==> src/hw/rtl/rsa_pkg.sv <==
package rsa_pkg;

    localparam int SLOTS_DEF = 5;
    localparam int MAX_SLOTS = 8;

    localparam int IDX_W = 3;
    localparam int TAG_W = 16;
    localparam int CNT_W = 8;
    localparam int ST_W  = 2;

    localparam logic [CNT_W-1:0] CNT_MAX = {CNT_W{1'b1}};

    localparam logic REQ_ACQUIRE = 1'b0;
    localparam logic REQ_RELEASE = 1'b1;

    localparam logic [ST_W-1:0] ST_OK       = 2'd0;
    localparam logic [ST_W-1:0] ST_INVALID  = 2'd1;
    localparam logic [ST_W-1:0] ST_NO_FREE  = 2'd2;
    localparam logic [ST_W-1:0] ST_MISMATCH = 2'd3;

    // stream widths
    localparam int IN_TDATA_W  = 24;
    localparam int OUT_TDATA_W = 8;

    typedef struct packed {
        logic             req_type;
        logic [TAG_W-1:0] wave_tag;
        logic [IDX_W-1:0] slot_index;
    } t_req;

    typedef struct packed {
        logic [IDX_W-1:0] slot;
        logic             needs_load;
        logic [ST_W-1:0]  status;
    } t_res;

    // one slot write per item
    typedef struct packed {
        logic             en;
        logic [IDX_W-1:0] idx;
        logic             wr_tag;
        logic [TAG_W-1:0] tag;
        logic [CNT_W-1:0] count;
    } t_upd;

endpackage

==> src/hw/rtl/rsa_slot_table.sv <==
module rsa_slot_table #(
    parameter int SLOTS = rsa_pkg::SLOTS_DEF
) (
    input  logic                    i_clk,
    input  logic                    i_rst_n,
    input  logic                    i_commit,
    input  rsa_pkg::t_upd           i_upd,
    output logic [rsa_pkg::TAG_W-1:0] o_tags   [SLOTS],
    output logic [rsa_pkg::CNT_W-1:0] o_counts [SLOTS]
);

    logic [rsa_pkg::TAG_W-1:0] r_tags   [SLOTS];
    logic [rsa_pkg::CNT_W-1:0] r_counts [SLOTS];

    always_ff @(posedge i_clk) begin
        if (!i_rst_n) begin
            for (int i = 0; i < SLOTS; i++) begin
                r_tags[i]   <= '0;
                r_counts[i] <= '0;
            end
        end else if (i_commit && i_upd.en) begin
            for (int i = 0; i < SLOTS; i++) begin
                if (i_upd.idx == rsa_pkg::IDX_W'(i)) begin
                    if (i_upd.wr_tag) begin
                        r_tags[i] <= i_upd.tag;
                    end
                    r_counts[i] <= i_upd.count;
                end
            end
        end
    end

    assign o_tags   = r_tags;
    assign o_counts = r_counts;

endmodule

==> src/hw/rtl/rsa_decide.sv <==
module rsa_decide #(
    parameter int SLOTS = rsa_pkg::SLOTS_DEF
) (
    input  rsa_pkg::t_req             i_req,
    input  logic [rsa_pkg::TAG_W-1:0] i_tags   [SLOTS],
    input  logic [rsa_pkg::CNT_W-1:0] i_counts [SLOTS],
    output rsa_pkg::t_res             o_res,
    output rsa_pkg::t_upd             o_upd
);

    always_comb begin
        logic                      hit;
        logic [rsa_pkg::IDX_W-1:0] hit_idx;
        logic                      nu_hit;
        logic [rsa_pkg::IDX_W-1:0] nu_idx;
        logic                      idle_hit;
        logic [rsa_pkg::IDX_W-1:0] idle_idx;
        logic                      rel_ok_idx;
        logic [rsa_pkg::TAG_W-1:0] rel_tag;
        logic [rsa_pkg::CNT_W-1:0] rel_cnt;
        logic [rsa_pkg::CNT_W-1:0] hit_cnt;

        hit        = 1'b0;
        hit_idx    = '0;
        hit_cnt    = '0;
        nu_hit     = 1'b0;
        nu_idx     = '0;
        idle_hit   = 1'b0;
        idle_idx   = '0;
        rel_ok_idx = 1'b0;
        rel_tag    = '0;
        rel_cnt    = '0;

        // first tag match; highest never-used and highest idle slot
        for (int i = 0; i < SLOTS; i++) begin
            if (!hit && i_tags[i] == i_req.wave_tag) begin
                hit     = 1'b1;
                hit_idx = rsa_pkg::IDX_W'(i);
                hit_cnt = i_counts[i];
            end
            if (i_tags[i] == '0) begin
                nu_hit = 1'b1;
                nu_idx = rsa_pkg::IDX_W'(i);
            end
            if (i_counts[i] == '0) begin
                idle_hit = 1'b1;
                idle_idx = rsa_pkg::IDX_W'(i);
            end
            if (i_req.slot_index == rsa_pkg::IDX_W'(i)) begin
                rel_ok_idx = 1'b1;
                rel_tag    = i_tags[i];
                rel_cnt    = i_counts[i];
            end
        end

        o_res = '{slot: '0, needs_load: 1'b0, status: rsa_pkg::ST_OK};
        o_upd = '{en: 1'b0, idx: '0, wr_tag: 1'b0, tag: i_req.wave_tag, count: '0};

        if (i_req.req_type == rsa_pkg::REQ_ACQUIRE) begin
            if (i_req.wave_tag == '0) begin
                o_res.status = rsa_pkg::ST_INVALID;
            end else if (hit) begin
                o_res.slot  = hit_idx;
                o_upd.en    = 1'b1;
                o_upd.idx   = hit_idx;
                o_upd.count = (hit_cnt == rsa_pkg::CNT_MAX) ? hit_cnt
                                                            : hit_cnt + rsa_pkg::CNT_W'(1);
            end else if (nu_hit || idle_hit) begin
                o_res.slot       = nu_hit ? nu_idx : idle_idx;
                o_res.needs_load = 1'b1;
                o_upd.en         = 1'b1;
                o_upd.idx        = nu_hit ? nu_idx : idle_idx;
                o_upd.wr_tag     = 1'b1;
                o_upd.count      = rsa_pkg::CNT_W'(1);
            end else begin
                o_res.status = rsa_pkg::ST_NO_FREE;
            end
        end else begin
            o_res.slot = i_req.slot_index;
            if (!rel_ok_idx) begin
                o_res.status = rsa_pkg::ST_INVALID;
            end else if (i_req.wave_tag != '0 && rel_tag != i_req.wave_tag) begin
                o_res.status = rsa_pkg::ST_MISMATCH;
            end else begin
                // count stops at zero
                o_upd.en    = 1'b1;
                o_upd.idx   = i_req.slot_index;
                o_upd.count = (rel_cnt == '0) ? rel_cnt : rel_cnt - rsa_pkg::CNT_W'(1);
            end
        end
    end

endmodule

==> src/hw/rtl/refcounted_slot_allocator_top.sv <==
// channel   dir  tdata fields (low bit up)                      tuser
// s (req)   in   wave_tag[15:0], slot_index[18:16], zero pad    req_type
// m (res)   out  slot[2:0], needs_load[3], status[5:4], zero pad  -
//
// one item per cycle sustained while results are taken; an accepted request goes to the request register,
// then through slot table lookup and update into the result register
// slot table state is committed as the item moves into the result register
// synchronous active-low reset empties the table (all tags and counts zero)
// a stalled result holds the pipe; the request register still fills behind it
module refcounted_slot_allocator_top #(
    parameter int SLOTS = rsa_pkg::SLOTS_DEF
) (
    input  logic                               i_clk,
    input  logic                               i_rst_n,
    input  logic                               i_s_tvalid,
    output logic                               o_s_tready,
    input  logic [rsa_pkg::IN_TDATA_W-1:0]     i_s_tdata,   // wave_tag, slot_index
    input  logic                               i_s_tuser,   // req_type
    output logic                               o_m_tvalid,
    input  logic                               i_m_tready,
    output logic [rsa_pkg::OUT_TDATA_W-1:0]    o_m_tdata    // slot, needs_load, status
);

    logic                r_in_valid;
    rsa_pkg::t_req       r_req;
    logic                r_out_valid;
    rsa_pkg::t_res       r_res;
    logic                advance;
    rsa_pkg::t_res       n_res;
    rsa_pkg::t_upd       upd;
    logic [rsa_pkg::TAG_W-1:0] tags   [SLOTS];
    logic [rsa_pkg::CNT_W-1:0] counts [SLOTS];

    assign advance    = r_in_valid && (!r_out_valid || i_m_tready);
    assign o_s_tready = !r_in_valid || advance;

    always_ff @(posedge i_clk) begin
        if (!i_rst_n) begin
            r_in_valid <= 1'b0;
        end else if (o_s_tready) begin
            r_in_valid <= i_s_tvalid;
        end
    end

    always_ff @(posedge i_clk) begin
        if (o_s_tready && i_s_tvalid) begin
            r_req.req_type   <= i_s_tuser;
            r_req.wave_tag   <= i_s_tdata[rsa_pkg::TAG_W-1:0];
            r_req.slot_index <= i_s_tdata[rsa_pkg::TAG_W +: rsa_pkg::IDX_W];
        end
    end

    rsa_slot_table #(
        .SLOTS (SLOTS)
    ) u_table (
        .i_clk    (i_clk),
        .i_rst_n  (i_rst_n),
        .i_commit (advance),
        .i_upd    (upd),
        .o_tags   (tags),
        .o_counts (counts)
    );

    rsa_decide #(
        .SLOTS (SLOTS)
    ) u_decide (
        .i_req    (r_req),
        .i_tags   (tags),
        .i_counts (counts),
        .o_res    (n_res),
        .o_upd    (upd)
    );

    always_ff @(posedge i_clk) begin
        if (!i_rst_n) begin
            r_out_valid <= 1'b0;
        end else if (advance) begin
            r_out_valid <= 1'b1;
        end else if (i_m_tready) begin
            r_out_valid <= 1'b0;
        end
    end

    always_ff @(posedge i_clk) begin
        if (advance) begin
            r_res <= n_res;
        end
    end

    assign o_m_tvalid = r_out_valid;
    assign o_m_tdata  = {2'b00, r_res.status, r_res.needs_load, r_res.slot};

endmodule

==> config.mk <==
export PLATFORM = sky130hd
export DESIGN_NAME = refcounted_slot_allocator_top
export DESIGN_NICKNAME = d
export VERILOG_FILES = /design/src/hw/rtl/rsa_pkg.sv /design/src/hw/rtl/rsa_slot_table.sv /design/src/hw/rtl/rsa_decide.sv /design/src/hw/rtl/refcounted_slot_allocator_top.sv
export SDC_FILE = /design/constraint.sdc
export NUM_CORES = 1
export LEC_CHECK = 0
export BUFFER_PORTS_ARGS = -buffer_cell sky130_fd_sc_hd__clkbuf_2
export CAP_MARGIN = 20
export CORE_MARGIN = 2
export CORE_UTILIZATION = 25
export DETAILED_ROUTE_END_ITERATION = 10
export PLACE_DENSITY_LB_ADDON = 0.15
export SLEW_MARGIN = 0
export SYNTH_ARGS = -nofsm -noshare
export SYNTH_HDL_FRONTEND = slang
export SYNTH_SLANG_ARGS = --single-unit
==> constraint.sdc <==
create_clock -name i_clk -period 4.8 [get_ports i_clk]
set_clock_uncertainty 0.2 [all_clocks]
set_input_delay 0.72 -clock i_clk [delete_from_list [all_inputs] [get_ports i_clk]]
set_output_delay 0.72 -clock i_clk [all_outputs]
set_load 0.01 [all_outputs]
==> run metrics <==
die area=0.04027 mm2; Total Wirelength=35830 um; synthesized flop and latch total=148; critical path class=reg2reg; Detail Route Antenna Nets=0; H-tree depth=4; critical path launch point=r_req[3]$_DFFE_PP_; setup violators final=0; Leak=4.312 nW; # hold bufs at CTS=0; setup TNS=0 ns; most frequent cells in the layout=138 x mux2i_1, 122 x dfxtp_1, 109 x nor2_1, 80 x buf_4, 75 x nand2_1; largest net degree at the start of global routing=67; Final Hold Fails=0; Root Buffer Master=clkbuf_16; Final #Nets=1188; Max FO, Critical Path=9; Vias=8577; drt wl/cell=21.24 um; Core Region=0.03838 mm2; dpl hpwl=26950 um; I/O Pins=39; Placer Congestion=0.8928; RSZ-0062 raised after global routing=no; Required @ worst endpoint=4.95 ns; Post-synth top flop=dfxtp_1; FP Rows=72; RR Endpoint=u_table.o_counts[24]$_SDFFE_PN0P_; r2r setup slk=0.24 ns; commonest non-fill, non-tap cell in the layout=mux2i_1; Reg2Reg Depth=16; vias in the first global route=8463; CP endpoint kind=register; WP data arrival=4.71 ns; Synth Instances=1111; total power=0.003118 W; synthesis-to-layout area growth=16.50%; distinct cell type count after synthesis=84; Max Slew Vio Count=0; CTS Buf Count=17; total clock sinks=148; Iteration-0 DRC Markers=666; DRC viols=0; clock-pin slew on the worst setup and hold paths=0.08 ns; synth warn=0; max-cap violations=0; layout cells sized above 1=15.91%; register area share after synthesis=33.33%; syn avg cell area=8.704 um2; fin crit period=4.560 ns; Die H=200.7 um; drt pass-1 iters=5; clock tree buffer depth=2; Initial Util=25.20%; initial antenna violation count=0; pwr/cell area=276.8 mW/mm2; grt total ovfl=0; slew margin rel.=37.35%; first-pass GRT wire length=53740 um; Hold WC Path Type=in2reg; Total GRT Usage=17.63%; CTS tree=yes; fmax=0.2193 GHz; Die W=200.7 um; Ant. Diodes=0; Worst Tran Pin Value=0.9397 ns; maximum vdd drop=239.2 uV; asr flop ratio synth=0%; vias per inst=5.084; fill count=4172; RR Startpoint=r_req[3]$_DFFE_PP_; EDFF count, synth=26; Synth Cell Area=0.009671 mm2; status=completed; crit start category=register; Port Buffer Count=31; Tcrit/Tclk final=95.00%; clk_lat worst skew=0.44 ns; CP endpoint=u_table.o_counts[24]$_SDFFE_PN0P_; HP Start=i_s_tdata[12]
-- layer usage --
metal | global-route usage (%) | vias to the layer above | wire length [um]
met5 | 0 | - | 0
met4 | 7.196 | 0 | 1201
met3 | 2.760 | 57 | 1382
met2 | 28.37 | 230 | 16450
met1 | 23.58 | 4153 | 16800
li1 | - | 4137 | -
-- worst max-delay path, stage by stage, from the launching register on --
cell      delay (ns)
edfxtp_1        0.39
buf_4           0.17
xor2_1          0.15
nor4_1          0.58
and4_4          0.47
nand2_2         0.08
a211oi_1        0.33
nor2_1          0.11
nand2b_1        0.18
inv_1           0.07
ha_1            0.24
o21ai_0         0.16
nor4_2          0.42
xor2_1          0.38
a21oi_1         0.14
buf_4           0.17
a211oi_1        0.22
-- cells in the mapped netlist (4+ instances only) --
master / number / share of area, %
nand4_1: 18 / 1.2
a221oi_1: 7 / 0.63
o21a_1: 6 / 0.47
mux2_2: 4 / 0.47
xnor2_1: 25 / 2.3
buf_2: 27 / 1.4
nor4_2: 4 / 0.52
edfxtp_1: 26 / 8.1
and4_1: 8 / 0.72
a22oi_1: 12 / 0.93
o211ai_1: 9 / 0.70
nor3_1: 9 / 0.47
a21o_1: 11 / 0.85
dfxtp_1: 122 / 25
o221ai_1: 4 / 0.36
a211o_1: 5 / 0.45
or4_1: 5 / 0.39
and3_1: 4 / 0.26
buf_4: 21 / 1.6
clkbuf_1: 31 / 1.2
nor3b_1: 6 / 0.47
a31oi_1: 12 / 0.78
xor2_1: 73 / 6.6
nand2b_1: 14 / 0.91
nor2_1: 109 / 4.2
o21ba_2: 4 / 0.41
and2_1: 10 / 0.65
nor2b_1: 14 / 0.91
nand3_1: 24 / 1.2
a21oi_1: 52 / 2.7
inv_1: 22 / 0.85
o21ai_0: 40 / 2.1
nand2_1: 75 / 2.9
o2bb2ai_1: 7 / 0.63
nor4_1: 51 / 3.3
mux2i_1: 138 / 14
nand3b_1: 4 / 0.31
buf_1: 6 / 0.23
or3_1: 4 / 0.26
a211oi_1: 19 / 1.5
o22ai_1: 7 / 0.45
-- how the worst min path moves through the flow --
| stage | to | slack [ns] | cells after the start |
|---|---|---|---|
| 3_5_place_dp | u_table.o_tags[63]$_SDFFE_PN0P_ | 0.31 | 2 |
| 5_1_grt | r_req[15]$_DFFE_PP_ | 0.23 | 1 |
| 6_report | r_req[15]$_DFFE_PP_ | 0.25 | 1 |
| 2_1_floorplan | u_table.o_counts[16]$_SDFFE_PN0P_ | 0.26 | 2 |
| 3_3_place_gp | u_table.o_tags[63]$_SDFFE_PN0P_ | 0.29 | 2 |
| 4_1_cts | r_req[15]$_DFFE_PP_ | 0.23 | 1 |
-- cell families after synthesis --
family          count (synthesis)  share of synthesized area (%)
compound gates                231                          16.55
xor+xnor                       98                          8.876
fa+ha+maj                       3                         0.3882
buf+inv                       113                          5.783
flops                         148                          33.33
mux                           144                          15.10
other cells                     1                        0.03878
simple gates                  373                          19.94
-- cell type report --
| class | instances | area, um2 | share of cell area (%) |
|---|---|---|---|
| clock buffer | 17 | 425.4 | 3.776 |
| clock inverter | 15 | 137.6 | 1.222 |
| inverter | 25 | 93.84 | 0.8330 |
| multi-input combinational | 851 | 5942 | 52.74 |
| sequential | 148 | 3223 | 28.61 |
| tap | 518 | 648.1 | 5.753 |
| timing repair buffer | 113 | 795.8 | 7.064 |
-- state kept, by name (all words and copies together), names as in the netlist --
signal and flops:
u_table.o_counts 40, o_m_tvalid 1, r_req 20, u_table.o_tags 80
r_in_valid 1, o_m_tdata 6
-- report_power, final --
part | total (W) | switching [W] | internal, W
registers | 0.00136 | 0.0000578 | 0.00130
logic | 0.000425 | 0.000260 | 0.000165
clock network | 0.00133 | 0.000649 | 0.000686
-- stage by stage --
| step | cell area [um2] | std cells | hold slack, ns | utilization, % | setup WS, ns |
|---|---|---|---|---|---|
| 2_1_floorplan | 9674 | 1112 | 0.2559 | - | 0.8963 |
| 3_3_place_gp | 10650 | 1652 | 0.2910 | 27.76 | 0.2936 |
| 3_5_place_dp | 10650 | 1652 | 0.3054 | 27.76 | 0.2707 |
| 4_1_cts | 11220 | 1684 | 0.2314 | 29.23 | 0.2107 |
| 5_1_grt | 11270 | 1687 | 0.2253 | 29.36 | 0.007261 |
| 6_report | 11270 | 1687 | 0.2467 | 29.36 | 0.2401 |
-- what timing repair did --
action	CTS	global route
endpoints found under the setup margin	0	7
hold endpoints to repair	0	0
gates resized for setup	0	9
buffers inserted	0	3
Power figures use the tool's default switching activity.
